[src/rtl/core/soeu_ram.sv]
// Generic single-write, single-read RAM with registered read data.
module soeu_ram #(
    parameter int WIDTH = 16,
    parameter int DEPTH = 16,
    localparam int AW   = (DEPTH > 1) ? $clog2(DEPTH) : 1
) (
    input  logic             clk,
    input  logic             we,
    input  logic [AW-1:0]    waddr,
    input  logic [WIDTH-1:0] wdata,
    input  logic             re,
    input  logic [AW-1:0]    raddr,
    output logic [WIDTH-1:0] rdata
);

    logic [WIDTH-1:0] mem [DEPTH];

    always_ff @(posedge clk)
    begin
        if (we)
        begin
            mem[waddr] <= wdata;
        end
        if (re)
        begin
            rdata <= mem[raddr];
        end
    end

endmodule

[config.mk]
export PLATFORM = sky130hd
export DESIGN_NAME = soeu_ram
export DESIGN_NICKNAME = d
export VERILOG_FILES = /design/src/rtl/core/soeu_ram.sv
export SDC_FILE = /design/constraint.sdc
export NUM_CORES = 1
export LEC_CHECK = 0
export BUFFER_PORTS_ARGS = -buffer_cell sky130_fd_sc_hd__buf_2
export CORE_MARGIN = 2
export CORE_UTILIZATION = 50
export DETAILED_ROUTE_END_ITERATION = 12
export PLACE_DENSITY = 0.73
export RECOVER_POWER = 25
export SETUP_SLACK_MARGIN = 0.2
export SLEW_MARGIN = 20
export SYNTH_ARGS = -nofsm -noshare
export SYNTH_HDL_FRONTEND = slang
export SYNTH_SLANG_ARGS = --single-unit
[constraint.sdc]
create_clock -name clk -period 6.07 [get_ports clk]
set_input_delay 0.9105 -clock clk [delete_from_list [all_inputs] [get_ports clk]]
set_output_delay 0.9105 -clock clk [all_outputs]
set_load 0.03 [all_outputs]
# Word level (Yosys, flattened, before mapping)
# Memory sizes are Yosys's and may differ from the RTL's. A register that Yosys moved wholly into a read port is not among the register bits.
# Cells that the tools add are included.
dict set report totals {
  reg_bits 0
  latch_bits 0
  ramBits 256
  mem_bits_ro 0
  in_bits 27
  output_inout_bits 16
  wordCells 3
  mem_count 1
}
dict set report op_classes {
  n_addsub 0
  mul 0
  div_mod_pow 0
  n_lt_le_gt_ge 0
  eq_ne 0
  shifts 0
  mux 2
  n_bitwise 0
  reduce_logical 0
}
# memory words width rd rd_ports_with_merged_regs wr line_no
set mem_list {}
lappend mem_list {mem 16 16 1 1 1 16} ;# logic [WIDTH-1:0] mem [DEPTH];
# operator count
set ops {}
lappend ops {{1-bit two-way mux} 2}

# Depth between registers and ports, before layout
# Gate-level depths: netlist (run 1).
dict set report depth {
  word_depth 2
  mapped_depth 5
}

# Worst setup path before layout (run 1)
# No wires, ideal clock.
dict set report synth_timing {
  path_type {input to register}
  start {in waddr[2]}
  end {mem mem[0][0], enable pin}
  arrival_ps 2556
  t_required_ps 5661
  setup_slack_ps 3104
  cell_stages 2
  path_buffers 0
  cell_sequence {or3b_2 -> nor3_1}
}
# item line_no
set synth_rtl {}
lappend synth_rtl {{from (decl)} 9} ;# input logic [AW-1:0] waddr,
lappend synth_rtl {{to (decl)} 16}
# No word-level cell before the write port.

==> results of run 1 <==
## metrics by stage
step	util	total power [mW]	setup slack [ns]	instance area, um^2
after global placement	0.538	2.36	2.76	10800
after CTS	0.581	3.94	3.28	11700
after global routing	0.580	4.02	3.08	11700
after detailed placement	0.539	2.37	2.75	10800
final	0.580	3.91	3.33	11700
after floorplan	-	2.29	3.10	10200
## flip-flops by register name, indices dropped and copies added (netlist names)
register and cells:
mem 256, rdata 16
## cell usage in the layout, fill, tap and decap left out
| cell | synthesis | final |
|---|---|---|
| nor2b_1 | 2 | 2 |
| nand3b_1 | 2 | 2 |
| nor2_1 | 13 | 1 |
| clkbuf_1 | 8 | 16 |
| and2_1 | 1 | 1 |
| buf_4 | 3 | 20 |
| clkinv_1 | 0 | 7 |
| nand2b_1 | 2 | 2 |
| mux4_2 | 54 | 54 |
| clkbuf_16 | 0 | 27 |
| nand2_1 | 17 | 17 |
| nor2_2 | 0 | 10 |
| mux4_1 | 10 | 10 |
| clkinvlp_4 | 0 | 1 |
| nor3_2 | 0 | 4 |
| buf_2 | 3 | 29 |
| nor2_4 | 0 | 2 |
| bufinv_16 | 0 | 3 |
| clkinv_2 | 0 | 5 |
| or3b_2 | 1 | 1 |
| a22oi_1 | 32 | 32 |
| edfxtp_1 | 272 | 272 |
| nand3_1 | 1 | 1 |
## cells in the mapped netlist
library cell | number | area share
clkbuf_1 | 8 | 0.0029
nor2_1 | 13 | 0.0048
buf_1 | 3 | 0.0011
buf_4 | 3 | 0.0022
mux4_2 | 54 | 0.12
nand2_1 | 17 | 0.0063
a22oi_1 | 32 | 0.024
buf_2 | 3 | 0.0015
buf_6 | 4 | 0.0044
nand2b_1 | 2 | 0.0012
nor3_1 | 4 | 0.0020
nand3b_1 | 2 | 0.0015
nand3_1 | 1 | 0.00049
or3b_2 | 1 | 0.00086
mux4_1 | 10 | 0.026
and2_1 | 1 | 0.00061
nor2b_1 | 2 | 0.0012
edfxtp_1 | 272 | 0.80
## per-layer routing
layer	vias up	wire length [um]	part of all wire
met5	-	13	0.00061
met2	213	10300	0.49
met1	2505	8680	0.41
li1	1989	-	-
met4	2	281	0.013
met3	25	1840	0.087
## cells by family after synthesis
logic type,count (synthesis),synth area share
mux,64,0.145
compound gates,32,0.0235
buf+inv,21,0.0121
simple gates,43,0.0189
flops,272,0.800
## worst register-to-register path: stages, from the launching register on
cell and delay (ns):
edfxtp_1 0.38, mux4_1 0.54, a22oi_1 0.23, nand2_1 0.07
## worst max-delay path by stage
stage | startpoint | end | slack (ns) | cells past startpoint
2_1_floorplan | waddr[2] | mem[0][0]$_DFFE_PP_ | 3.10 | 2
3_3_place_gp | raddr[0] | rdata[10]$_DFFE_PP_ | 2.76 | 5
3_5_place_dp | raddr[0] | rdata[6]$_DFFE_PP_ | 2.75 | 5
4_1_cts | raddr[0] | rdata[10]$_DFFE_PP_ | 3.28 | 5
5_1_grt | raddr[0] | rdata[10]$_DFFE_PP_ | 3.08 | 5
6_report | raddr[0] | rdata[10]$_DFFE_PP_ | 3.33 | 5
## report_power, final
part           switching (mW)  leakage [nW]  total [mW]  internal, mW
Sequential             0.0122          2.47        2.13          2.12
Clock                   0.651         0.411        1.58         0.934
Combinational           0.122         0.857       0.195        0.0729
Total                   0.785          3.74        3.91          3.12
## area by class of cell
cell class	instances	share of cell area
Multi-Input combinational cell	139	0.169
Clock inverter	16	0.0128
Tap cell	270	0.0290
Timing Repair Buffer	61	0.0292
Clock buffer	31	0.0592
Sequential cell	272	0.701
==> results.cfg, run 1 <==
[sta]
clock-skew-final_ns = 0.0112
slew_viol_final = 0
tns_ns = 0
period_share = 0.451
setup_viol = 0
fin_crit_ns = 2.74
finalHoldWorstSlack_ns = 0.739
tightest_slew_ns = 0.970
relSlewSlack = 0.353
rsz0062_at_grt = no
hold_viol = 0
max_freq_ghz = 0.365

[worst_setup_path]
cp_max_fo = 47
path_buf_inv = 2
reg2reg_from = mem[1][10]$_DFFE_PP_
required_ns = 6.35
reg2reg_to = rdata[10]$_DFFE_PP_
max_stage_delay_ns = 0.66
reg2regPathDepth = 3
critPathCaptureType = register
cp.arrival_ns = 3.02
reg2reg_slack_ns = 4.60
cp_cell_sequence = buf_4 -> buf_4 -> mux4_1 -> a22oi_1 -> nand2_1
critPathKind = primary input to register
crit_path_frequent_cell = buf_4
crit_path_top_delay_cell = buf_4
critPathTopFamily = buffers and inverters
worst_setup_path_start_kind = primary input

[global_routing]
grt_pass1_wl_um = 31400
gr-max-usage-layer = met2
overflow = 0
grt_pass1_vias = 4926
antenna_found_initial = 1
grtUsageMet3 = 0.0419
grt_use_met2 = 0.319
grt_max_degree = 65
gr-usage-all-layers = 0.202
use_met1 = 0.295

[placement]
place_hpwl_um = 10700
place_congestion = 0.733
place_inst = 742
port_buffers = 42

[logic_synthesis]
post_synth.cell_area_avg_um2 = 23.6
ys_ff_latch = 272
yosysWarnings = 0
ys_types = 18
synth_cells = 432
synth_area_um2 = 10200
synth-seq-area-share = 0.800
synth_nets = 459

[clock_network]
cts_buffers = 26
postCtsResizedCells = 0
post_cts_buffers = 0
clock_sinks = 272
cts_buffer_depth = 3
clock-root-buffer = clkbuf_16
cts_tree = yes
clkTransAtPathRegs_ns = 0.06
clock_latency_ns = 0.53
cts_hold_buffers = 0
cts_max_level = 1

[floorplanning]
row_count = 52
die_y_um = 147
chipWidth_um = 147
coreArea_um2 = 20100
start_util = 0.508
die_area_um2 = 21600
pin_count = 43

[cells_and_area]
nNetsFinal = 527
ff_latch_area_um2 = 8170
antennaDiodeCount = 0
fin_cells = 789
layout-drive-gt1-share = 0.301
area_delta_synth_final_pct = 14.2
multiInputGateArea_um2 = 1970
n_fill_cell = 1399

[hold_path]
worst_hold_path_type = register to register
min_from = mem[14][10]$_DFFE_PP_
holdPathStages = 3
holdPathEnd = rdata[10]$_DFFE_PP_

[detailed_routing]
final_antenna_net_count = 0
totalWireLength_um = 21100
vias_per_cell = 6.00
firstDrtPassIters = 5
drc = 0
vias = 4734
wire_per_inst_um = 26.8
drt-initial-drc-count = 575

[outcome]
status = finished clean

[power_and_ir_drop]
ir_drop_uv = 199
leakage_nw = 3.74
power_density_nw_per_um2 = 335

[flow_run]
maxCapViolations = 0
Note: power is estimated with default switching activity, not from simulation.
==> inputs of run 2 (changes only) <==
==> constraint.sdc (replaced) <==
create_clock -name clk -period 2.8 [get_ports clk]
set_input_delay 0.42 -clock clk [delete_from_list [all_inputs] [get_ports clk]]
set_output_delay 0.42 -clock clk [all_outputs]
set_load 0.03 [all_outputs]
==> run 2 against run 1 <==
Net effect:
- wire length down 3.3%
- cell count up 0.76%
- die area is the same
- sequential cell count did not move
- global-route usage fell by 0.44 points
- sequential power rose by 120%
- hold slack lost 0.46 ns
- first-iteration DRC count decreased by 41%
- cell area grew 1.2%
- register-to-register slack got worse by 3.2 ns
- clock-buffer cell count fell by 4
- utilization is 0.69 points higher
- critical path type is now register to output pin
==> results.cfg, run 2 (synthesis gave the netlist of run 1 again) <==
[worst_setup_path]
path_buf_inv = 1
max_stage_delay_ns = 0.44
cp_cell_sequence = buf_2
critPathKind = register to output pin
critPathCaptureType = output pin
required_ns = 2.38
critPathTopFamily = flip-flops
crit_path_top_delay_cell = edfxtp_1
cp.arrival_ns = 1.17
cp_max_fo = 1
worst_setup_path_start_kind = register

[clock_network]
post_cts_buffers = 0
clock_sinks = 272
clkTransAtPathRegs_ns = 0.06
cts_hold_buffers = 0
cts_max_level = 1
postCtsResizedCells = 0
cts_buffer_depth = 3
clock_latency_ns = 0.52
cts_buffers = 26
cts_tree = yes
clock-root-buffer = clkbuf_16

[cells_and_area]
final_cell_mix = edfxtp_1 (272), mux4_2 (54), a22oi_1 (32)
layout_commonest_cell = edfxtp_1
layout-drive-gt1-share = 0.318
n_fill_cell = 1403
top_regs = mem: 256 flops, rdata: 16 flops
largest_register = mem
area_delta_synth_final_pct = 15.6
largest_register_ffs = 256
nNetsFinal = 532
antennaDiodeCount = 0
final_util = 0.587
fin_area_um2 = 11800

[sta]
slew_viol_final = 0
max_freq_ghz = 0.629
relSlewSlack = 0.600
hold_viol = 0
period_share = 0.568
rsz0062_at_grt = no
setup_viol = 0
tns_ns = 0
fin_crit_ns = 1.59
tightest_slew_ns = 0.600
clock-skew-final_ns = 0.00504

[detailed_routing]
final_antenna_net_count = 0
vias = 4604
vias_per_cell = 5.79
drc = 0
drt-initial-drc-count = 339
totalWireLength_um = 20500
firstDrtPassIters = 4
wire_per_inst_um = 25.7

[floorplanning]
row_count = 52
start_util = 0.508
coreArea_um2 = 20100
die_area_um2 = 21600
pin_count = 43
chipWidth_um = 147
die_y_um = 147

[placement]
place_hpwl_um = 10900
placed_area_um2 = 10900
port_buffers = 42
place_congestion = 0.717

[power_and_ir_drop]
leakage_nw = 3.80
ir_drop_uv = 404
power_density_nw_per_um2 = 739

[global_routing]
antenna_found_initial = 0
grt_max_degree = 65
grt_pass1_wl_um = 31100
grt_pass1_vias = 5029
gr-usage-all-layers = 0.197
overflow = 0

[outcome]
status = finished clean

[hold_path]
worst_hold_path_type = primary input to register

[flow_run]
maxCapViolations = 0
-- run 2: cell count changes in the layout (fill, tap and decap cells not counted) --
| cell | before | now |
|---|---|---|
| bufinv_16 | 3 | 5 |
| nor2_2 | 10 | 12 |
| clkbuf_1 | 16 | 11 |
| buf_2 | 29 | 30 |
| nor2_4 | 2 | 0 |
| clkinv_2 | 5 | 3 |
| buf_4 | 20 | 22 |
| buf_12 | 0 | 3 |
| clkinvlp_4 | 1 | 6 |
-- run 2: worst reg2reg max path, stage by stage, from the launching register on --
cell and delay [ns]:
edfxtp_1 0.37, mux4_1 0.54, a22oi_1 0.21, nand2_1 0.08
-- run 2: area by class of cell --
cell class,count,area [um^2],area share
Sequential cell,272,8170,0.692
Clock inverter,21,236,0.0200
Tap cell,270,338,0.0286
Clock buffer,27,676,0.0573
Timing Repair Buffer,66,417,0.0353
Multi-Input combinational cell,139,1960,0.166
-- run 2: path summary, 6_finish.rpt --
check                                            from              endpoint  slack (ns)  depth (start not counted)
worst min register to register  mem[15][10]$_DFFE_PP_   rdata[10]$_DFFE_PP_        0.75                          3
worst min-delay path                         wdata[2]  mem[11][2]$_DFFE_PP_        0.28                          1
worst max-delay path               rdata[8]$_DFFE_PP_              rdata[8]        1.21                          1
worst max register to register    mem[9][9]$_DFFE_PP_    rdata[9]$_DFFE_PP_        1.36                          3
-- run 2: through the flow --
stage               setup WS, ns  instances  hold WS (ns)  power, mW
floorplan                  0.325        432         0.519       4.95
global placement           0.678        747         0.724       5.11
detailed placement         0.663        747         0.739       5.14
CTS                         1.20        795         0.255       8.78
global route                1.10        795         0.289       8.95
finish                      1.21        795         0.275       8.71
-- run 2: report_power, final --
part | switching, mW | internal, mW
Combinational | 0.263 | 0.166
Clock | 1.46 | 2.21
Sequential | 0.0254 | 4.59
Total | 1.75 | 6.96
-- run 2: metal layers --
metal,up-vias,routed length [um],GRT usage
met2,192,10400,0.317
met1,2391,7840,0.287
met5,-,0,0
met4,0,312,0.0485
li1,1995,-,-
met3,26,1910,0.0354
==> inputs of run 3 (changes only) <==
--- a/config.mk
+++ b/config.mk
@@ -9,7 +9,7 @@
 export CORE_MARGIN = 2
 export CORE_UTILIZATION = 50
 export DETAILED_ROUTE_END_ITERATION = 12
-export PLACE_DENSITY = 0.73
+export PLACE_DENSITY = 0.75
 export RECOVER_POWER = 25
 export SETUP_SLACK_MARGIN = 0.2
 export SLEW_MARGIN = 20
==> constraint.sdc (replaced) <==
create_clock -name clk -period 1.4 [get_ports clk]
set_input_delay 0.21 -clock clk [delete_from_list [all_inputs] [get_ports clk]]
set_output_delay 0.21 -clock clk [all_outputs]
set_load 0.03 [all_outputs]
==> run 3 against run 2 <==
Net effect:
- the run now ends with setup timing left
- setup slack worse by 1.2 ns
- clock power grew 98%
- hold slack lost 0.22 ns
- clock skew rose by 0.011 ns
- sequential cell count did not move
- non-clock buffer count is 14 higher
- critical endpoint is now rdata[0]$_DFFE_PP_
- largest power group unchanged
==> results.cfg, run 3 (synthesis gave the netlist of run 1 again) <==
[outcome]
status = finished with violations
violations = setup timing

[placement]
place_inst = 761
port_buffers = 42
post-place-ws_ns = -0.366
place_hpwl_um = 11400
place_congestion = 0.684

[sta]
rsz0062_at_grt = yes
hold_viol = 0
tns_ns = -0.0000112
fin_crit_ns = 1.40
worst_slack_ns = -0.0000112
clock-skew-final_ns = 0.0160
tightest_slew_ns = 0.616
slew_viol_final = 0
relSlewSlack = 0.589
setup_viol = 1
max_freq_ghz = 0.714
period_share = 1.00

[global_routing]
grt_pass1_vias = 5183
grt_max_degree = 29
grt_pass1_wl_um = 32200
antenna_found_initial = 1
gr-usage-all-layers = 0.204
overflow = 0

[floorplanning]
coreArea_um2 = 20100
row_count = 52
die_y_um = 147
pin_count = 43
chipWidth_um = 147
die_area_um2 = 21600
start_util = 0.508

[cells_and_area]
layout_commonest_cell = edfxtp_1
final_cell_mix = edfxtp_1 (272), mux4_2 (64), clkbuf_16 (29)
final_util = 0.618
nNetsFinal = 548
largest_register_ffs = 256
fin_cells = 813
area_delta_synth_final_pct = 21.7
layout-drive-gt1-share = 0.382
largest_register = mem
top_regs = mem: 256 flops, rdata: 16 flops

[detailed_routing]
totalWireLength_um = 21600
vias_per_cell = 5.97
wire_per_inst_um = 26.6
vias = 4856
drt-initial-drc-count = 494
drc = 0
firstDrtPassIters = 5
final_antenna_net_count = 0

[worst_setup_path]
reg2regPathDepth = 3
critPathCaptureType = register
reg2reg_slack_ns = -0.00001
cp.arrival_ns = 1.68
cp_max_fo = 1
reg2reg_from = mem[2][0]$_DFFE_PP_
required_ns = 1.68
worst_setup_path_start_kind = register
critPathLaunch = mem[2][0]$_DFFE_PP_
cp-endpoint = rdata[0]$_DFFE_PP_
critPathKind = register to register
reg2reg_to = rdata[0]$_DFFE_PP_

[power_and_ir_drop]
p_int_mw = 14.0
power_density_nw_per_um2 = 1410
leakage_nw = 3.97
ir_drop_uv = 1070
pwr-share-comb = 0.060
switching_share = 0.204
pwr-share-clk = 0.413
power.switching_mw = 3.59
pwr-share-seq = 0.526

[clock_network]
cts_buffer_depth = 3
clock_sinks = 272
clkTransAtPathRegs_ns = 0.06
cts_tree = yes
cts_buffers = 28
clock-root-buffer = clkbuf_16
cts_max_level = 1
post_cts_buffers = 0
clock_latency_ns = 0.54

[hold_path]
worst_hold_path_type = primary input to register

[flow_run]
maxCapViolations = 0
run 3: what timing repair did:
action,in CTS,in global routing
setup endpoints to repair,32,32
gates cloned,0,0
resized for setup,44,6
hold buffers,0,0
pin swaps,4,0
run 3: final cells by class:
type / count / area (um^2)
Antenna cell: 1 / 2.50
Clock buffer: 33 / 741
Multi-Input combinational cell: 139 / 2100
Tap cell: 270 / 338
Fill cell: 1310 / 7680
Sequential cell: 272 / 8170
Timing Repair Buffer: 80 / 896
Clock inverter: 18 / 171
run 3: per-stage QoR:
| stage | area [um^2] | hold WS (ns) | power, mW |
|---|---|---|---|
| floorplan | 10400 | 0.309 | 9.96 |
| global placement | 11300 | 0.561 | 10.3 |
| detailed placement | 11300 | 0.592 | 10.4 |
| CTS | 12400 | 0.0362 | 17.7 |
| global route | 12400 | 0.0660 | 18.0 |
| finish | 12400 | 0.0580 | 17.6 |
run 3: metal layers:
metal | vias up | global-route usage | routed length (um)
li1 | 2024 | - | -
met3 | 36 | 0.0311 | 2030
met2 | 246 | 0.323 | 10500
met5 | - | 0 | 0
met1 | 2550 | 0.302 | 8590
met4 | 0 | 0.0612 | 480
run 3: worst max-delay path, stage by stage (launching register included):
cell and delay (ns):
edfxtp_1 0.39, mux4_2 0.49, a22oi_2 0.20, nand2_1 0.07
run 3: how the worst min path moves through the flow:
stage	start	slack (ns)	end	cells after the start
global route	wdata[12]	0.07	mem[15][12]$_DFFE_PP_	1
floorplan	wdata[0]	0.31	mem[0][0]$_DFFE_PP_	0
global placement	wdata[10]	0.56	mem[15][10]$_DFFE_PP_	1
CTS	wdata[6]	0.04	mem[0][6]$_DFFE_PP_	1
detailed placement	wdata[4]	0.59	mem[0][4]$_DFFE_PP_	1
finish	wdata[12]	0.06	mem[5][12]$_DFFE_PP_	1
run 3: power groups by stage:
stage	clock network, mW	registers (mW)	logic, mW
floorplan	0	9.46	0.499
global placement	0	9.38	0.958
detailed placement	0	9.40	0.995
CTS	7.35	9.24	1.07
global route	7.63	9.25	1.13
finish	7.25	9.24	1.06
