<file path="src/rtl/core/soeu_pkg.sv">
// Shared types, opcodes and widths of the sixteen-opcode execute unit.
package soeu_pkg;

    localparam int REG_COUNT_DEF  = 13;
    localparam int DATA_DEPTH_DEF = 1024;

    localparam int DATA_W  = 16;
    localparam int IDX_W   = 4;
    localparam int IP_W    = 16;
    localparam int INSTR_W = 32;
    localparam int MADDR_W = 10;
    localparam int IN_W    = INSTR_W + IP_W;
    localparam int RES_W   = 68;
    localparam int OUT_W   = 72;

    localparam logic [3:0] OP_HALT = 4'd0;
    localparam logic [3:0] OP_LDR  = 4'd1;
    localparam logic [3:0] OP_STR  = 4'd2;
    localparam logic [3:0] OP_ADD  = 4'd3;
    localparam logic [3:0] OP_SUB  = 4'd4;
    localparam logic [3:0] OP_MOV  = 4'd5;
    localparam logic [3:0] OP_CMP  = 4'd6;
    localparam logic [3:0] OP_B    = 4'd7;
    localparam logic [3:0] OP_BEQ  = 4'd8;
    localparam logic [3:0] OP_BLT  = 4'd9;
    localparam logic [3:0] OP_AND  = 4'd10;
    localparam logic [3:0] OP_ORR  = 4'd11;
    localparam logic [3:0] OP_EOR  = 4'd12;
    localparam logic [3:0] OP_MVN  = 4'd13;
    localparam logic [3:0] OP_LSL  = 4'd14;
    localparam logic [3:0] OP_LSR  = 4'd15;

    typedef struct packed {
        logic              en;
        logic [IDX_W-1:0]  idx;
        logic [DATA_W-1:0] val;
    } wb_t;

    typedef struct packed {
        logic less;
        logic eq;
    } flags_t;

    typedef struct packed {
        logic                less_flag;
        logic                equal_flag;
        logic [DATA_W-1:0]   mem_value;
        logic [MADDR_W-1:0]  mem_address;
        logic                mem_written;
        logic [DATA_W-1:0]   reg_value;
        logic [IDX_W-1:0]    reg_index;
        logic                reg_written;
        logic                branch_taken;
        logic                halted;
        logic [IP_W-1:0]     next_ip;
    } res_t;

endpackage

</file>
<file path="src/rtl/core/soeu_alu.sv">
// Execute stage: opcode decode, arithmetic, compare, branch and result word.
module soeu_alu import soeu_pkg::*; (
    input  logic [3:0]         op,
    input  logic [IP_W-1:0]    ip,
    input  logic [DATA_W-1:0]  imm,
    input  logic [IDX_W-1:0]   r1,
    input  logic               r1_ok,
    input  logic [DATA_W-1:0]  a,
    input  logic [DATA_W-1:0]  b,
    input  logic [DATA_W-1:0]  r1_val,
    input  logic [DATA_W-1:0]  mdata,
    input  logic [MADDR_W-1:0] maddr,
    input  flags_t             flags_in,
    output flags_t             flags_next,
    output wb_t                wb,
    output res_t               res
);

    logic [IP_W-1:0]    next;
    logic               halted;
    logic               taken;
    logic               wr;
    logic               mw;
    logic [DATA_W-1:0]  wval;
    logic [DATA_W-1:0]  mval;
    logic [MADDR_W-1:0] maddr_o;
    logic               big_shift;
    logic               wr_eff;

    assign big_shift = (b[DATA_W-1:4] != '0);

    always_comb
    begin
        next       = ip + IP_W'(1);
        halted     = 1'b0;
        taken      = 1'b0;
        wr         = 1'b0;
        mw         = 1'b0;
        wval       = '0;
        mval       = '0;
        maddr_o    = '0;
        flags_next = flags_in;
        unique case (op)
            OP_HALT:
            begin
                halted = 1'b1;
                next   = ip;
            end
            OP_LDR:
            begin
                wr      = 1'b1;
                wval    = mdata;
                mval    = mdata;
                maddr_o = maddr;
            end
            OP_STR:
            begin
                mw      = 1'b1;
                mval    = r1_val;
                maddr_o = maddr;
            end
            OP_ADD:
            begin
                wr   = 1'b1;
                wval = a + b;
            end
            OP_SUB:
            begin
                wr   = 1'b1;
                wval = a - b;
            end
            OP_MOV:
            begin
                wr   = 1'b1;
                wval = b;
            end
            OP_CMP:
            begin
                flags_next.eq   = (r1_val == b);
                flags_next.less = ($signed(r1_val) < $signed(b));
            end
            OP_B:
            begin
                taken = 1'b1;
            end
            OP_BEQ:
            begin
                taken = flags_in.eq;
            end
            OP_BLT:
            begin
                taken = flags_in.less;
            end
            OP_AND:
            begin
                wr   = 1'b1;
                wval = a & b;
            end
            OP_ORR:
            begin
                wr   = 1'b1;
                wval = a | b;
            end
            OP_EOR:
            begin
                wr   = 1'b1;
                wval = a ^ b;
            end
            OP_MVN:
            begin
                wr   = 1'b1;
                wval = ~b;
            end
            OP_LSL:
            begin
                wr   = 1'b1;
                wval = big_shift ? '0 : (a << b[3:0]);
            end
            OP_LSR:
            begin
                wr   = 1'b1;
                wval = big_shift ? '0 : (a >> b[3:0]);
            end
        endcase
        if (taken)
        begin
            next = imm;
        end
    end

    assign wr_eff = wr && r1_ok;

    assign wb.en  = wr_eff;
    assign wb.idx = r1;
    assign wb.val = wval;

    assign res.next_ip      = next;
    assign res.halted       = halted;
    assign res.branch_taken = taken;
    assign res.reg_written  = wr_eff;
    assign res.reg_index    = wr_eff ? r1 : '0;
    assign res.reg_value    = wr_eff ? wval : '0;
    assign res.mem_written  = mw;
    assign res.mem_address  = maddr_o;
    assign res.mem_value    = mval;
    assign res.equal_flag   = flags_next.eq;
    assign res.less_flag    = flags_next.less;

endmodule

</file>
<file path="config.mk">
export PLATFORM = sky130hd
export DESIGN_NAME = soeu_alu
export DESIGN_NICKNAME = d
export VERILOG_FILES = /design/src/rtl/core/soeu_pkg.sv /design/src/rtl/core/soeu_alu.sv
export SDC_FILE = /design/constraint.sdc
export NUM_CORES = 1
export LEC_CHECK = 0
export BUFFER_PORTS_ARGS = -buffer_cell sky130_fd_sc_hd__buf_2
export CORE_AREA = 2 2 102 104
export DETAILED_ROUTE_END_ITERATION = 8
export DIE_AREA = 0 0 104 106
export MAX_ROUTING_LAYER = met4
export PLACE_DENSITY = 0.89
export SYNTH_ARGS = -nofsm -noshare
export SYNTH_HDL_FRONTEND = slang
export SYNTH_SLANG_ARGS = --single-unit
</file>
<file path="constraint.sdc">
create_clock -name vclk -period 8.6
set_input_delay 1.72 -clock vclk [all_inputs]
set_output_delay 1.72 -clock vclk [all_outputs]
set_load 0.03 [all_outputs]
</file>
After elaboration in Yosys (flattened, before gate mapping)

Cells that the tools add are included.

Latch bits: 0
Bits in read-only memories: 0
Register bits: 0
Memories kept: 0
Bits in writable memories: 0
Bits of input ports: 117
Logic and storage cells: 45
Output and inout port bits: 91

Div/mod/pow operators: 0
Eq/ne operators: 16
Shifts and indexed selects: 2
$mul: 0
Reductions and logical operators: 5
$add $sub $neg: 3
Magnitude comparators: 1
Bitwise operators: 4
Multiplexer cells: 14

Operators by type and width:

| kind                                                                   | number |
|---|---|
| 16-bit one-hot mux with 10 select lines                                | 1 |
| 16-bit 2-to-1 mux                                                      | 5 |
| 4-bit equality test (second input constant)                            | 8 |
| 16-bit one-hot mux with 2 select lines                                 | 1 |
| 16-bit by 1-bit adder with 16-bit output (second input constant)       | 1 |
| 16-bit adder                                                           | 1 |
| 16-bit bitwise AND                                                     | 1 |
| 16-bit equality test                                                   | 1 |
| 4-bit by 3-bit equality test with 1-bit output (second input constant) | 4 |
| 16-bit less-than comparator                                            | 1 |
| 16-bit inverter                                                        | 1 |
| 16-bit OR                                                              | 1 |
| 16-bit by 4-bit << shifter with 16-bit output                          | 1 |
| 16-bit by 4-bit >> shifter with 16-bit output                          | 1 |
| 16-bit subtractor                                                      | 1 |
| 16-bit bitwise XOR                                                     | 1 |
| 12-bit nonzero test                                                    | 1 |
| 10-bit 2-to-1 mux                                                      | 1 |
| 10-bit OR reduction                                                    | 1 |
| 4-bit by 2-bit equality test with 1-bit output (second input constant) | 2 |
| 4-bit by 1-bit equality test with 1-bit output (second input constant) | 1 |
| 4-bit logical NOT                                                      | 1 |
| 4-bit 2-to-1 mux                                                       | 1 |
| 1-bit 2-to-1 mux                                                       | 3 |
| 4 further kinds                                                        | 4 |

Longest topological paths before layout

Gate-level depths: netlist of run 1.

Word-level depth: 5
Depth in mapped cells: 16
Mapped depth without buffers: 12

Worst setup path after synthesis of run 1

OpenSTA, ideal clock, no wires.

Path type: in2out
Start point: in b[0]
End point: out wb[15] in the netlist's numbering
Stages: 16
Buffers on the path: 4
Data arrival time: 4,886 ps
Slack: 1,994 ps
Required time: 6,880 ps
Path through: buf_6 > buf_6 > buf_2 > inv_1 > ha_1 > and3_1 > a31oi_1 > xnor2_1 > ha_1 > clkbuf_1 > nand2_1 > o21ba_2 > o22a_1 > o31ai_1 > xnor2_1 > o21ai_0

RTL lines:

| item            | RTL line       | text |
|---|---|---|
| start, declared | soeu_alu.sv:9  | `input logic [DATA_W-1:0] b,` |
| end, declared   | soeu_alu.sv:15 | `output wb_t wb,` |

==> flow_metrics.py, run 1 <==
metrics = {
    "clock_tree": {
        "postCtsSetupBuffers": 0,
        "cts_resized": 0,
        "cts_hold_buf": 0,
    },
    "detailed_routing": {
        "vias": 6909,
        "drt_first_iter_violations": 1000,
        "totalWireLength_mm": 21.6,
        "drc": 0,
        "wl_per_cell_um": 20.7,
        "firstDrtPassIters": 8,
        "vias_per_cell": 6.64,
        "ant_nets": 0,
    },
    "sta": {
        "max_slew_margin_pct": 25.1,
        "tns_ns": 0,
        "drv_slew": 0,
        "fmax_ghz": 0.141,
        "finalCritPeriodShare_pct": 82.3,
        "setup_violations": 0,
        "max_slew.worst_pin.slew_ns": 1.12,
        "finalCriticalPeriod_ns": 7.07,
        "rsz0062_at_grt": "false",
        "hold_viol": 0,
    },
    "run_status": {
        "status": "complete, no violations",
    },
    "floorplan": {
        "rows": 37,
        "pin_count": 208,
        "die_y_um": 106,
        "start_util_pct": 55.4,
        "dieArea_um2": 11000,
        "coreArea_um2": 10000,
        "die_x_um": 104,
    },
    "global_routing": {
        "grt_pass1_vias": 6223,
        "antenna_found_initial": 0,
        "grt_max_degree": 48,
        "grt_first_pass_wirelength_mm": 32.9,
        "grt_usage_pct": 37.7,
        "grt-ovfl-total": 0,
    },
    "finish": {
        "nFlopsAndLatches": 0,
        "fillers": 918,
        "seq_area_um2": 0,
        "fin_util_pct": 64.5,
        "clockBufferCount": 0,
        "final_nets": 1090,
        "drive_gt1_share_pct": 28.1,
        "synthToLayoutAreaGrowth_pct": 16.4,
        "antenna_cells": 0,
    },
    "placed_design": {
        "portBuffers": 208,
        "dp_hpwl_mm": 16.7,
        "gp_congestion": 1.05,
    },
    "setup_path": {
        "cp.arrival_ns": 5.35,
        "cp-end-kind": "primary output",
        "path_class": "in -> out",
        "worstSetupStartpoint": "b[1]",
        "crit_required_ns": 6.88,
        "crit_path_end": "res[36]",
        "path_max_fanout": 43,
        "start_kind": "input pin",
    },
    "pwr": {
        "worst_ir_drop_vdd_v": 0.0000454,
        "p_per_area_nw_per_um2": 65.4,
        "power_leakage_nw": 3.08,
    },
    "logic_synthesis": {
        "syn_nets": 938,
        "yosys.area.top_type": "ha_1",
        "synth.avg_cell_area_um2": 7.35,
        "yosysUniqueCellTypes": 76,
        "ys_seq_area_share_pct": 0,
        "yosysWarnings": 0,
        "netlist_top_cells_area": "ha_1 (15%), mux4_2 (8.9%), xnor2_1 (4.9%)",
        "synth_top_area_share_pct": 14.9,
        "synthesis.area_um2": 5540,
        "syn_inst": 754,
    },
    "flow_run": {
        "max_cap_viol_count": 0,
    },
    "hold_path": {
        "hp-class": "in -> out",
    },
}
==> kinds of logic (layout without fill, tap and decap cells) <==
group                      Yosys count  in the layout  share of synthesized area, %
and+or+nand+nor                    251            251                          23.6
adders and majority gates           67             67                          15.3
buffers and inverters              104            254                          9.13
muxes                               51             51                          15.8
xor gates and xnor gates            42             42                          6.64
AOI/OAI and AO/OA                  239            239                          29.5
==> worst min-delay path by stage <==
stage                     endpoint  start  cells after the start  slack [ns]
final                       wb[16]  r1[0]                      2        3.70
after global routing        wb[16]  r1[0]                      2        3.71
after CTS                   wb[17]  r1[1]                      2        3.70
after detailed placement    wb[17]  r1[1]                      2        3.70
after global placement      wb[18]  r1[2]                      2        3.70
after floorplan             wb[16]  r1[0]                      1        3.57
==> synth_stat cells, types with 6 or more instances <==
| cell | n |
|---|---|
| a22o_1 | 19 |
| a21oi_1 | 45 |
| o22ai_1 | 16 |
| ha_1 | 66 |
| or3_1 | 7 |
| nand3_1 | 17 |
| xor2_1 | 11 |
| and2_1 | 17 |
| nor2_1 | 51 |
| inv_1 | 40 |
| nand2_1 | 67 |
| buf_4 | 14 |
| a221oi_1 | 7 |
| a22oi_1 | 9 |
| and3_1 | 7 |
| xnor2_1 | 31 |
| o21ai_0 | 46 |
| o211ai_1 | 10 |
| clkbuf_1 | 16 |
| nand4_1 | 11 |
| buf_2 | 26 |
| a31oi_1 | 6 |
| mux2_2 | 8 |
| nor2b_1 | 23 |
| a21o_1 | 16 |
| nor3_1 | 8 |
| nand2b_1 | 13 |
| mux2i_1 | 16 |
| a211oi_1 | 7 |
| mux4_2 | 22 |
==> critical path, stage by stage <==
cell and delay, ns:
buf_2 0.69, inv_1 0.36, ha_1 0.34, and3_1 0.21, a31oi_1 0.22, xnor2_1 0.17, ha_1 0.35, a21o_1 0.23
a21o_1 0.17, a221oi_1 0.31, a211o_1 0.18, nand3_1 0.08, and2_1 0.16, buf_2 0.17
==> final cells by class <==
| cell class | count | area, um2 | share of cell area [%] |
|---|---|---|---|
| inverters | 41 | 154 | 2.39 |
| multi-input cells | 650 | 5040 | 78.2 |
| well taps | 136 | 170 | 2.64 |
| repair buffers | 213 | 1080 | 16.7 |
==> power by group <==
part / internal (mW) / switching [mW] / total [mW]
registers: 0 / 0 / 0
clock network: 0 / 0 / 0
logic: 0.155 / 0.266 / 0.421
total: 0.155 / 0.266 / 0.421
==> cell usage in the layout (no fill, tap or decap), drive strengths merged, types with 23 or more instances in the layout <==
| cell type | instances |
|---|---|
| a21oi | 45 |
| inv | 40 |
| nor2b | 23 |
| buf | 213 |
| ha | 66 |
| nor2 | 51 |
| nand2 | 67 |
| o21ai | 51 |
| xnor2 | 31 |
| mux4 | 27 |
==> stage by stage <==
step / cells / hold WS [ns] / worst slack, ns / power, mW / cell area (um2)
finish: 1040 / 3.70 / 1.53 / 0.421 / 6440
global placement: 1040 / 3.70 / 1.68 / 0.406 / 6440
detailed placement: 1040 / 3.70 / 1.56 / 0.411 / 6440
floorplan: 754 / 3.57 / 1.99 / 0.288 / 5540
global route: 1040 / 3.71 / 1.23 / 0.451 / 6440
CTS: 1040 / 3.70 / 1.56 / 0.413 / 6440
==> routing by layer <==
metal | global-route usage (%) | wire, um | up-vias
li1 | - | - | 3147
met1 | 47.8 | 8170 | 3124
met2 | 61.9 | 9790 | 557
met3 | 4.41 | 2580 | 81
met4 | 14.8 | 1020 | 0
met5 | - | 0 | -
(Power assumes the default switching activity.)
==> run 2, diff against run 1 <==
--- a/config.mk
+++ b/config.mk
@@ -6,11 +6,11 @@
 export NUM_CORES = 1
 export LEC_CHECK = 0
 export BUFFER_PORTS_ARGS = -buffer_cell sky130_fd_sc_hd__buf_2
-export CORE_AREA = 2 2 102 104
+export CORE_AREA = 2 2 111 113
 export DETAILED_ROUTE_END_ITERATION = 8
-export DIE_AREA = 0 0 104 106
+export DIE_AREA = 0 0 113 115
 export MAX_ROUTING_LAYER = met4
-export PLACE_DENSITY = 0.89
+export PLACE_DENSITY = 0.8
 export SYNTH_ARGS = -nofsm -noshare
 export SYNTH_HDL_FRONTEND = slang
 export SYNTH_SLANG_ARGS = --single-unit
==> constraint.sdc (replaced) <==
create_clock -name vclk -period 6.3
set_input_delay 1.26 -clock vclk [all_inputs]
set_output_delay 1.26 -clock vclk [all_outputs]
set_load 0.03 [all_outputs]
==> flow_metrics.py, run 2 (synthesis gave the netlist of run 1 again) <==
metrics = {
    "run_status": {
        "status": "finished, violations left",
        "violations": "DRC",
    },
    "sta": {
        "finalCritPeriodShare_pct": 89.2,
        "setup_violations": 0,
        "rsz0062_at_grt": "false",
        "hold_viol": 0,
        "drv_slew": 0,
        "tns_ns": 0,
        "max_slew_margin_pct": 24.2,
        "fmax_ghz": 0.178,
        "finalCriticalPeriod_ns": 5.62,
        "max_slew.worst_pin.slew_ns": 1.13,
    },
    "finish": {
        "antenna_cells": 0,
        "synthToLayoutAreaGrowth_pct": 18.1,
        "fillers": 1172,
        "drive_gt1_share_pct": 28.9,
        "final_cells": 1061,
        "final_common_cell": "buf_2",
        "clockBufferCount": 0,
        "final_nets": 1100,
        "seq_area_um2": 0,
        "nFlopsAndLatches": 0,
        "final_cell_mix": "buf_2 (208), nand2_1 (67), ha_1 (66)",
        "final_area_um2": 6540,
    },
    "setup_path": {
        "path_cells": "buf_2 > nand2b_1 > or3_1 > nand2_1 > o21ai_0 > fa_1 > nor2b_1 > o211ai_1 > a211oi_1 > a311oi_1 > mux2i_1 > a31oi_1 > buf_2",
        "slowest_stage": "or3_1",
        "cp.arrival_ns": 4.36,
        "crit_required_ns": 5.04,
        "path_class": "in -> out",
        "start_kind": "input pin",
        "critPathTopFamily": "compound AO/OA/AOI/OAI gates",
        "path_max_fanout": 7,
        "slowest_delay_ns": 0.47,
        "cp-end-kind": "primary output",
        "worstPathBufferInverterCount": 2,
        "crit_top_cell": "buf_2",
    },
    "hold_path": {
        "hp-class": "in -> out",
        "min_to": "wb[19]",
        "hold_depth": 2,
        "min-delay-start": "r1[3]",
    },
    "floorplan": {
        "die_y_um": 115,
        "rows": 40,
        "coreArea_um2": 11800,
        "dieArea_um2": 13000,
        "die_x_um": 113,
        "start_util_pct": 46.9,
        "pin_count": 208,
    },
    "detailed_routing": {
        "drt_first_iter_violations": 756,
        "totalWireLength_mm": 22.8,
        "drc": 20,
        "vias_per_cell": 6.48,
        "firstDrtPassIters": 8,
        "vias": 6877,
        "ant_nets": 0,
        "wl_per_cell_um": 21.5,
    },
    "clock_tree": {
        "cts_resized": 0,
        "cts_hold_buf": 0,
        "postCtsSetupBuffers": 0,
    },
    "global_routing": {
        "grt_pass1_vias": 6257,
        "grt_first_pass_wirelength_mm": 34.1,
        "antenna_found_initial": 0,
        "grt_usage_pct": 34.2,
        "grt-ovfl-total": 0,
        "grt_max_degree": 47,
    },
    "pwr": {
        "p_per_area_nw_per_um2": 89.5,
        "worst_ir_drop_vdd_v": 0.0000589,
        "power_leakage_nw": 3.13,
    },
    "placed_design": {
        "gp_congestion": 1.02,
        "placedCellCount": 1061,
        "portBuffers": 208,
        "placed_cell_area_um2": 6540,
        "dp_hpwl_mm": 18.2,
    },
    "flow_run": {
        "max_cap_viol_count": 0,
    },
}
-- run 2: per-stage QoR --
step / util (%) / hold WS, ns / setup WS (ns) / total power [mW]
after global placement: 55.4 / 2.78 / 0.753 / 0.568
after detailed placement: 55.4 / 2.78 / 0.703 / 0.573
final: 55.4 / 2.78 / 0.679 / 0.585
after global routing: 55.4 / 2.79 / 0.448 / 0.627
after floorplan: - / 2.65 / 0.614 / 0.393
after CTS: 55.4 / 2.78 / 0.690 / 0.576
-- run 2: how the worst max path moves through the flow --
| stage | slack [ns] | endpoint | from | depth (start not counted) |
|---|---|---|---|---|
| 3_5_place_dp | 0.70 | res[33] | op[3] | 13 |
| 5_1_grt | 0.45 | res[33] | op[3] | 13 |
| 4_1_cts | 0.69 | res[33] | op[3] | 13 |
| 6_report | 0.68 | res[33] | op[3] | 13 |
| 2_1_floorplan | 0.61 | wb[15] | b[0] | 16 |
| 3_3_place_gp | 0.75 | res[33] | op[3] | 13 |
-- run 2: final cells by class --
cell class | count | area [um2] | share of cell area, %
Inverter | 41 | 154 | 2.35
Multi-Input combinational cell | 650 | 5050 | 77.2
Tap cell | 147 | 184 | 2.81
Timing Repair Buffer | 223 | 1150 | 17.6
-- run 2: layer usage --
layer	vias to the layer above	routed length, um	track usage, %
li1	3169	-	-
met1	3143	8720	43.0
met2	492	10100	54.7
met3	73	2850	5.96
met4	0	1130	14.1
met5	-	0	-
-- run 2: report_power, final --
| part | total (mW) | switching (mW) | leakage [nW] | internal, mW |
|---|---|---|---|---|
| Clock | 0 | 0 | 0 | 0 |
| Combinational | 0.585 | 0.369 | 3.13 | 0.216 |
| Sequential | 0 | 0 | 0 | 0 |
| Total | 0.585 | 0.369 | 3.13 | 0.216 |
