**src/rtl/core/soeu_pkg.sv**
```systemverilog
// Shared types, opcodes and widths of the sixteen-opcode execute unit.
package soeu_pkg;

    localparam int REG_COUNT_DEF  = 13;
    localparam int DATA_DEPTH_DEF = 1024;

    localparam int DATA_W  = 16;
    localparam int IDX_W   = 4;
    localparam int IP_W    = 16;
    localparam int INSTR_W = 32;
    localparam int MADDR_W = 10;
    localparam int IN_W    = INSTR_W + IP_W;
    localparam int RES_W   = 68;
    localparam int OUT_W   = 72;

    localparam logic [3:0] OP_HALT = 4'd0;
    localparam logic [3:0] OP_LDR  = 4'd1;
    localparam logic [3:0] OP_STR  = 4'd2;
    localparam logic [3:0] OP_ADD  = 4'd3;
    localparam logic [3:0] OP_SUB  = 4'd4;
    localparam logic [3:0] OP_MOV  = 4'd5;
    localparam logic [3:0] OP_CMP  = 4'd6;
    localparam logic [3:0] OP_B    = 4'd7;
    localparam logic [3:0] OP_BEQ  = 4'd8;
    localparam logic [3:0] OP_BLT  = 4'd9;
    localparam logic [3:0] OP_AND  = 4'd10;
    localparam logic [3:0] OP_ORR  = 4'd11;
    localparam logic [3:0] OP_EOR  = 4'd12;
    localparam logic [3:0] OP_MVN  = 4'd13;
    localparam logic [3:0] OP_LSL  = 4'd14;
    localparam logic [3:0] OP_LSR  = 4'd15;

    typedef struct packed {
        logic              en;
        logic [IDX_W-1:0]  idx;
        logic [DATA_W-1:0] val;
    } wb_t;

    typedef struct packed {
        logic less;
        logic eq;
    } flags_t;

    typedef struct packed {
        logic                less_flag;
        logic                equal_flag;
        logic [DATA_W-1:0]   mem_value;
        logic [MADDR_W-1:0]  mem_address;
        logic                mem_written;
        logic [DATA_W-1:0]   reg_value;
        logic [IDX_W-1:0]    reg_index;
        logic                reg_written;
        logic                branch_taken;
        logic                halted;
        logic [IP_W-1:0]     next_ip;
    } res_t;

endpackage

```
**src/rtl/core/soeu_fwd.sv**
```systemverilog
// Register operand select with bypass from the pending and the last write-back.
module soeu_fwd import soeu_pkg::*; (
    input  logic [IDX_W-1:0]  idx,
    input  logic              in_range,
    input  logic [DATA_W-1:0] ram_val,
    input  wb_t               near_wb,
    input  wb_t               far_wb,
    output logic [DATA_W-1:0] val
);

    always_comb
    begin
        priority if (!in_range)
        begin
            val = '0;
        end
        else if (near_wb.en && near_wb.idx == idx)
        begin
            val = near_wb.val;
        end
        else if (far_wb.en && far_wb.idx == idx)
        begin
            val = far_wb.val;
        end
        else
        begin
            val = ram_val;
        end
    end

endmodule

```
**config.mk**
```make
export PLATFORM = sky130hd
export DESIGN_NAME = soeu_fwd
export DESIGN_NICKNAME = d
export VERILOG_FILES = /design/src/rtl/core/soeu_pkg.sv /design/src/rtl/core/soeu_fwd.sv
export SDC_FILE = /design/constraint.sdc
export NUM_CORES = 1
export LEC_CHECK = 0
export ABC_AREA = 1
export BUFFER_PORTS_ARGS = -buffer_cell sky130_fd_sc_hd__clkbuf_2
export CORE_UTILIZATION = 42
export DETAILED_ROUTE_END_ITERATION = 7
export PLACE_DENSITY = 0.88
export SYNTH_ARGS = -nofsm -noshare
export SYNTH_HDL_FRONTEND = slang
export SYNTH_SLANG_ARGS = --single-unit
```
**constraint.sdc**
```tcl
create_clock -name vclk -period 3.3
set_input_delay 0.66 -clock vclk [all_inputs]
set_output_delay 0.66 -clock vclk [all_outputs]
set_load 0.01 [all_outputs]
```
# --- Word level (Yosys, flattened, before mapping) ---
# Cells that the tools add are included.
totals:
  elab_cells: 7
  regBits: 0
  out_inout_bits: 16
  in_bits: 63
classes:
  reduce_logical: 2
  n_mux: 3
  eq_ne: 2
op_table:
  columns: ["op", "n"]
  rows:
  - ["16-bit two-way mux", 3]
  - ["4-bit == test", 2]
  - ["1-bit logical AND", 2]

# --- Logic depth before layout (Yosys ltp) ---
# Gate-level depths: netlist of run 1.
depth:
  depth_word: 5
  mapped_depth: 10
  ltp_nobuf: 9

# --- Worst setup path before layout of run 1 ---
# No wires, ideal clock.
synth_path:
  kind: "in2out"
  from: "input idx[2]"
  to: "output val[10]"
  n_path_buf: 1
  setup_slack_ns: 1.158
  t_arrival_ns: 1.482
  required_time_ns: 2.640
  cell_stages: 9
  cell_sequence: "nor2_1 -> nor2_2 -> nor2_4 -> nand3_4 -> buf_6 -> nand2_2 -> nand3_2 -> nand2_1 -> inv_1"
synth_via:
  elab_chain_len: 5
  elab_cells_between_ends: 7
  classes_between: "eq/ne: 2; mux: 3; reduce/logical: 2"
synth_rtl:
  columns: ["item", "line", "source"]
  rows:
  - ["from (decl)", "soeu_fwd.sv:3", "input logic [IDX_W-1:0] idx,"]
  - ["4-bit == test", "soeu_fwd.sv:21", "else if (far_wb.en && far_wb.idx == idx)"]
  - ["1-bit logical AND", "soeu_fwd.sv:21", null]
  - ["16-bit two-way mux", "soeu_fwd.sv:21", null]
  - ["16-bit two-way mux *", "soeu_fwd.sv:17", "else if (near_wb.en && near_wb.idx == idx)"]
  - ["16-bit two-way mux *", "soeu_fwd.sv:13", "priority if (!in_range)"]
  - ["to (decl)", "soeu_fwd.sv:8", "output logic [DATA_W-1:0] val"]
# Every way passes the cells marked *; elsewhere a longest branch is shown, timed or not.

# --- Worst setup path in the final report of run 1 ---
layout_path:
  from: "input near_wb[17] (netlist bit)"
  to: "output val[13]"
layout_via:
  elab_chain_len: 4
layout_rtl:
  columns: ["item", "line", "source"]
  rows:
  - ["from (decl)", "soeu_fwd.sv:6", "input wb_t near_wb,"]
  - ["4-bit == test", "soeu_fwd.sv:17", null]
  - ["1-bit logical AND", "soeu_fwd.sv:17", null]
  - ["16-bit two-way mux", "soeu_fwd.sv:17", null]
  - ["16-bit two-way mux", "soeu_fwd.sv:13", null]
# No other way between the ends.

==> impl_metrics.toml, run 1 <==
[timing]
rsz0062_at_grt = "no"
final-hold-violation-count = 0
setup_violations = 0
slew_violations = 0
timing.slew.headroom_pct = 53.1
finalCritPeriodShare_pct = 85.3
tightest_slew_ns = 0.702
fin_tns_setup_ns = 0
clock.fmax_mhz = 355
whs_ns = 1.69
finalCriticalPeriod_ns = 2.81

[floorplan]
io_pins = 79
die-area_mm2 = 0.00214
die_h_um = 46.2
row_count = 15
die-width_um = 46.2
core-area_mm2 = 0.00178
initial_utilization_pct = 46.1

[routing]
num_vias = 1179
dr.pass1.iters = 4
drc_errors = 0
routedWlPerCell_um = 9.09
vias_per_cell = 4.66
drtIter0Drc = 10
routed_wl_mm = 2.30
antenna_left = 0

[pwr]
p_comb_share_pct = 100.0
ir_drop_v = 0.0000709
seqPwrFrac_pct = 0
p_sw_uw = 77.1
p_total_uw = 140
p_int_uw = 62.7
power_density_mw_per_mm2 = 119
leakage_nw = 0.828
switching_share_pct = 55.1
power_frac_clock_pct = 0

[critical_path]
path_max_fanout = 32
cpPeakStageDelay_ns = 0.55
cp-startpoint = "near_wb[17]"
start_kind = "primary input"
path_delay_family = "simple AND/OR/NAND/NOR gates"
crit_required_ns = 2.64
worst-setup-path-type = "in2out"
worstPathCellList = "clkbuf_2 -> inv_1 -> nand2_1 -> o21ai_0 -> nor2_1 -> nand3_2 -> nor2_1 -> nor2_1 -> nand2_1 -> inv_1 -> clkbuf_2"
cp_common_cell = "nor2_1"
endpoint_kind = "output port"
critical_path_arrival_ns = 2.15
cpMaxStageDelayCell = "nand3_2"
worst-path-buf-inv = 4

[placement]
place.gp.congestion = 0.765
placedInstanceArea_mm2 = 0.00117
port_buffers = 79
dp_hpwl_mm = 1.86

[final_layout]
area.growth.synth_to_final_pct = 42.9
seq_area_um2 = 0
clock_buffers = 0
layout.nets = 293
flops_and_latches = 0
design_area_mm2 = 0.00117
n_fill_cell = 179
drive_gt1_share_pct = 47.8
multi_input_area_um2 = 648
n_antenna_cell = 0

[synthesis]
synthCells = 157
syn_avg_cell_area_um2 = 5.24
syn_nets = 220
yosys.area.top_type = "nor2_1"
yosysWarningCount = 0
ys_types = 19
ys_top_cells_by_area = "nor2_1 17%, nand2_1 16%, nand3_2 13%"
synth_top_area_share_pct = 16.9
synth_area_um2 = 822
ys_seq_area_share_pct = 0

[clock_tree]
cts_setup_buffers = 0
ctsResizeCount = 0
postCtsHoldBufs = 0

[global_route]
grt_usage_pct = 20.7
grt_start_max_net_pins = 33
grt_pass1_wl_mm = 3.47
antenna_found_initial = 0
overflow = 0
grt_pass1_vias = 884

[hold_path]
hold_path.startpoint = "ram_val[14]"
hold_class = "in2out"

[status]
run_status = "finished, final reports clean"

[flow_run]
cap_violations = 0
-- power groups by stage --
stage | logic (mW) | registers [mW] | clock network, mW
floorplan | 0.0843 | 0 | 0
global placement | 0.139 | 0 | 0
detailed placement | 0.140 | 0 | 0
CTS | 0.140 | 0 | 0
global route | 0.158 | 0 | 0
finish | 0.140 | 0 | 0
-- cells in the final DEF (no fill, tap or decap) --
master / n
clkinv_1: 1
nand3_4: 1
xnor2_1: 1
nor2_1: 37
nor2_4: 2
clkbuf_2: 79
inv_2: 1
nand3_2: 11
nand4_1: 16
nand2_2: 13
inv_4: 1
nand2_1: 34
nor2_2: 1
inv_1: 23
nand3_1: 6
o21ai_0: 1
-- cells by family (layout without fill, tap and decap cells) --
family | count (synthesis) | count (layout) | share of synthesized area (%)
simple gates | 121 | 121 | 77.2
buf+inv | 34 | 105 | 21.2
compound gates | 1 | 1 | 0.608
xor+xnor | 1 | 1 | 1.07
-- area by class of cell --
class | instances | share of cell area [%]
inverter | 26 | 8.52
multi-input combinational | 123 | 55.2
tap | 25 | 2.66
timing repair buffer | 79 | 33.7
-- Yosys cell counts --
cell / n
buf_2: 1
buf_4: 2
buf_6: 4
clkinv_1: 1
dlygate4sd1_1: 1
inv_1: 23
inv_2: 1
inv_4: 1
nand2_1: 34
nand2_2: 13
nand3_1: 6
nand3_2: 11
nand3_4: 1
nand4_1: 16
nor2_1: 37
nor2_2: 1
nor2_4: 2
o21ai_0: 1
xnor2_1: 1
-- final timing paths --
check,to,cells after the start
worst max-delay path,val[13],11
worst min-delay path,val[14],6
-- through the flow --
step                cells  utilization (%)  setup slack [ns]
floorplan             157                -              1.16
finish                253             65.9             0.486
CTS                   253             65.9             0.486
global placement      253             65.9             0.515
global route          253             65.9             0.304
detailed placement    253             65.9             0.492
-- metal layers --
| metal | vias to the layer above | global-route usage, % | wire length, um |
|---|---|---|---|
| met1 | 484 | 26.9 | 992 |
| met3 | 2 | 1.57 | 201 |
| met4 | 0 | 1.76 | 19 |
| met5 | - | 0 | 0 |
| met2 | 60 | 38.0 | 1090 |
| li1 | 633 | - | - |
No activity file was read; power rests on OpenSTA's default activity.
==> run 2, diff against run 1 <==
--- a/config.mk
+++ b/config.mk
@@ -6,10 +6,10 @@
 export NUM_CORES = 1
 export LEC_CHECK = 0
 export ABC_AREA = 1
-export BUFFER_PORTS_ARGS = -buffer_cell sky130_fd_sc_hd__clkbuf_2
-export CORE_UTILIZATION = 42
+export CORE_UTILIZATION = 60
 export DETAILED_ROUTE_END_ITERATION = 7
-export PLACE_DENSITY = 0.88
+export DONT_BUFFER_PORTS = 1
+export PLACE_DENSITY = 0.73
 export SYNTH_ARGS = -nofsm -noshare
 export SYNTH_HDL_FRONTEND = slang
 export SYNTH_SLANG_ARGS = --single-unit
==> constraint.sdc (replaced) <==
create_clock -name vclk -period 3.1
set_input_delay 0.62 -clock vclk [all_inputs]
set_output_delay 0.62 -clock vclk [all_outputs]
set_load 0.01 [all_outputs]
==> run 2 against run 1 <==
Against the previous run: cell area shrank 34%; flip-flop and latch count stayed put; non-clock buffer count shrank 78; power shrank 33%; global-route usage grew 2.7 points; critical path type unchanged; critical endpoint is now val[11]; largest power group unchanged.
==> impl_metrics.toml, run 2 (synthesized netlist as in run 1, its figures left out) <==
[final_layout]
n_fill_cell = 124
design_area_um2 = 773
layout.nets = 215
area.growth.synth_to_final_pct = -5.94
seq_area_um2 = 0
flops_and_latches = 0
postLayoutCoreUtil_pct = 65.2
multi_input_area_um2 = 648
clock_buffers = 0
drive_gt1_share_pct = 20.7
n_antenna_cell = 0
final_cells = 164
final_cell_mix = "37 x nor2_1, 34 x nand2_1, 23 x inv_1, 16 x nand4_1, 13 x nand2_2"
final_common_cell = "nor2_1"

[critical_path]
endpoint_kind = "output port"
path_max_fanout = 19
crit_required_ns = 2.48
critical_path_arrival_ns = 1.80
worst-setup-path-type = "in2out"
cp-startpoint = "idx[1]"
start_kind = "primary input"

[pwr]
p_total_uw = 94.1
seqPwrFrac_pct = 0
p_int_uw = 30.6
p_comb_share_pct = 100.0
power_density_mw_per_mm2 = 122
power_frac_clock_pct = 0
switching_share_pct = 67.5
leakage_nw = 0.501
p_sw_uw = 63.5
ir_drop_v = 0.0000570

[routing]
routed_wl_mm = 1.84
wl_met1_um = 829
vias_per_cell = 5.35
routedWlPerCell_um = 11.2
dr.pass1.iters = 4
antenna_left = 0
top_layer = "met3"
num_vias = 877
wl_met3_um = 154
drtIter0Drc = 13
wl_met2_um = 852
drc_errors = 0

[floorplan]
die-width_um = 39.0
io_pins = 79
row_count = 12
die_h_um = 39.0
initial_utilization_pct = 69.3
die-area_mm2 = 0.00152
core-area_mm2 = 0.00119

[timing]
clock.fmax_mhz = 414
setup_violations = 0
finalCritPeriodShare_pct = 77.9
fin_tns_setup_ns = 0
slew_violations = 0
timing.slew.headroom_pct = 70.7
final-hold-violation-count = 0
rsz0062_at_grt = "no"
tightest_slew_ns = 0.439
finalCriticalPeriod_ns = 2.42

[global_route]
grt_pass1_wl_mm = 2.64
grt_pass1_vias = 641
grt_usage_pct = 23.4
grt_start_max_net_pins = 20
overflow = 0
antenna_found_initial = 0

[hold_path]
hold_path.startpoint = "ram_val[7]"
hold_class = "in2out"

[placement]
dp_hpwl_mm = 1.54
place_inst = 164
placedInstanceArea_um2 = 773
place.gp.congestion = 0.677
port_buffers = 0

[clock_tree]
cts_setup_buffers = 0
ctsResizeCount = 0
postCtsHoldBufs = 0

[status]
run_status = "finished, final reports clean"

[flow_run]
cap_violations = 0
## run 2: metrics by stage
step           hold WS [ns]  setup WS, ns
2_1_floorplan          1.43          1.04
3_3_place_gp           1.44         0.710
3_5_place_dp           1.44         0.676
4_1_cts                1.45         0.673
5_1_grt                1.46         0.539
6_report               1.44         0.684
## run 2: area by class of cell
type	instances	share of cell area, %
Inverter	26	12.9
Multi-Input combinational cell	123	83.8
Tap cell	14	2.27
Timing Repair Buffer	1	0.971
## run 2: worst max-delay path, cell delays in order
cell     delay [ns]
inv_1          0.03
nand2_1        0.05
nand2_1        0.05
nor2_1         0.13
nand3_2        0.30
buf_4          0.32
nor2_1         0.11
nor2_1         0.05
nand2_1        0.08
inv_1          0.06
## run 2: path summary, 6_finish.rpt
check	endpoint	slack, ns	depth (start not counted)
worst max-delay path	val[11]	0.68	10
worst min-delay path	val[7]	1.44	4
## run 2: power groups by stage
stage          Sequential [mW]  Combinational (mW)  Clock (mW)
3_5_place_dp                 0              0.0945           0
6_report                     0              0.0941           0
3_3_place_gp                 0              0.0925           0
2_1_floorplan                0              0.0897           0
4_1_cts                      0              0.0947           0
5_1_grt                      0               0.107           0
## run 2: layer usage
metal  GRT usage, %  up-vias
met1           33.1      360
li1               -      476
met3           2.89        0
met4              0        0
met5              0        -
met2           39.6       41
==> run 3, diff against run 2 <==
--- a/config.mk
+++ b/config.mk
@@ -5,11 +5,12 @@
 export SDC_FILE = /design/constraint.sdc
 export NUM_CORES = 1
 export LEC_CHECK = 0
-export ABC_AREA = 1
-export CORE_UTILIZATION = 60
+export ABC_AREA = 0
+export CORE_AREA = 2 2 39 41
 export DETAILED_ROUTE_END_ITERATION = 7
+export DIE_AREA = 0 0 41 43
 export DONT_BUFFER_PORTS = 1
-export PLACE_DENSITY = 0.73
+export PLACE_DENSITY = 0.69
 export SYNTH_ARGS = -nofsm -noshare
 export SYNTH_HDL_FRONTEND = slang
 export SYNTH_SLANG_ARGS = --single-unit
==> constraint.sdc (replaced) <==
create_clock -name vclk -period 2.2
set_input_delay 0.44 -clock vclk [all_inputs]
set_output_delay 0.44 -clock vclk [all_outputs]
set_load 0.01 [all_outputs]
==> run 3 against run 2 <==
Against the previous run: highest routed layer is now met4; combinational power increased by 73%; global-route usage down 1.2 points; critical endpoint is now val[3]; die area grew 16%; power up 73%; hold slack worse by 0.45 ns.
==> impl_metrics.toml, run 3 <==
[status]
run_status = "finished, final reports clean"

[routing]
drc_errors = 0
drtIter0Drc = 28
wl_met1_um = 902
wl_met2_mm = 1.01
wl_met3_um = 176
vias_per_cell = 7.81
routedWlPerCell_um = 19.8
routed_wl_mm = 2.09
dr.pass1.iters = 4
top_layer = "met4"
num_vias = 828
antenna_left = 0

[hold_path]
worstHoldPathCells = 2
hold_class = "in2out"

[final_layout]
drive_gt1_share_pct = 23.3
final_cells = 106
clock_buffers = 0
layout.nets = 155
final_cell_mix = "22 x o31ai_1, 16 x nand4_1, 16 x a31oi_1, 10 x o31ai_2, 7 x buf_4"
final_common_cell = "o31ai_1"
flops_and_latches = 0
design_area_um2 = 732
n_antenna_cell = 0
seq_area_um2 = 0
area.growth.synth_to_final_pct = 2.45

[critical_path]
cpPeakStageDelay_ns = 0.36
worst-setup-path-type = "in2out"
crit_required_ns = 1.76
path_max_fanout = 16
path_delay_family = "simple AND/OR/NAND/NOR gates"
worstPathCellList = "nor2b_1 -> or3_1 -> buf_4 -> o31ai_1 -> a31oi_1"
start_kind = "primary input"
cp.depth = 5
worst-path-buf-inv = 1
critical_path_arrival_ns = 1.59
cpMaxStageDelayCell = "or3_1"
endpoint_kind = "output port"

[floorplan]
core-area_mm2 = 0.00138
row_count = 14
io_pins = 79
die-width_um = 41
die_h_um = 43
die-area_mm2 = 0.00176
initial_utilization_pct = 51.6

[timing]
setup_violations = 0
fin_tns_setup_ns = 0
clock.fmax_mhz = 492
rsz0062_at_grt = "no"
final-hold-violation-count = 0
finalCriticalPeriod_ns = 2.03
finalCritPeriodShare_pct = 92.3
timing.slew.headroom_pct = 61.5
tightest_slew_ns = 0.577
slew_violations = 0

[placement]
place_inst = 106
dp_hpwl_mm = 1.57
placedInstanceArea_um2 = 721
place.gp.congestion = 0.654
port_buffers = 0

[synthesis]
syn_avg_cell_area_um2 = 7.44
synth_top_area_share_pct = 23.1
yosysWarningCount = 0
ys_top_cells_by_area = "o31ai_1 23%, o31ai_2 18%, a31oi_1 14%"
synth_area_um2 = 714
yosysMostFrequentCell = "o31ai_1"
synth_commonest_cells = "22 x o31ai_1, 16 x a31oi_1, 16 x nand4_1"
yosys.area.top_type = "o31ai_1"
syn_nets = 159
synthCells = 96
ys_seq_area_share_pct = 0
ys_types = 20

[global_route]
overflow = 0
grt_usage_pct = 22.2
antenna_found_initial = 0
grt_pass1_wl_mm = 2.90
grt_pass1_vias = 687
grt_start_max_net_pins = 17

[pwr]
leakage_nw = 0.166
ir_drop_v = 0.000121
power_density_mw_per_mm2 = 223

[flow_run]
cap_violations = 0

[clock_tree]
cts_setup_buffers = 0
## run 3: changes by cell type after synthesis, moves of 13 or more
cell and change:
nor2_1 -37, nand2_1 -33, inv_1 -22, o31ai_1 +22, a31oi_1 +16, nand2_2 -13
## run 3: cell families (layout without fill, tap and decap cells)
kind of cell	count (synthesis)	in the layout	synth area share, %
AO/OA/AOI/OAI	50	50	57.4
AND/OR/NAND/NOR	26	26	23.5
buffers and inverters	14	8	10.7
XOR/XNOR	6	6	8.41
## run 3: final timing paths
path,from,slack (ns),endpoint
max,far_wb[16],0.17,val[3]
min,in_range,0.99,val[12]
## run 3: per-layer routing
layer  global-route usage [%]  vias to the layer above
li1                         -                      403
met3                     2.62                        2
met1                     28.7                      374
met5                        0                        -
met4                     2.00                        0
met2                     38.8                       49
## run 3: final cells by class
type	instances	area, um^2
Timing Repair Buffer	7	52.6
Fill cell	152	652
Multi-Input combinational cell	82	656
Inverter	1	3.75
Tap cell	16	20.0
## run 3: power by group
| part | internal [mW] | switching [mW] |
|---|---|---|
| registers | 0 | 0 |
| clock network | 0 | 0 |
| logic | 0.0577 | 0.105 |
## run 3: stage by stage
step	worst slack (ns)	total power, mW	util, %	hold slack [ns]
4_1_cts	0.0450	0.161	52.1	0.992
6_report	0.169	0.163	52.9	0.993
2_1_floorplan	0.231	0.137	-	1.03
3_5_place_dp	0.0426	0.161	52.1	0.989
3_3_place_gp	0.0786	0.157	52.1	0.988
5_1_grt	0.0871	0.179	52.9	1.01
## run 3: repair_timing
item | 4_1_cts | 5_1_grt
hold buffers | 0 | 0
resized for setup | 0 | 1
setup endpoints to repair | 0 | 8
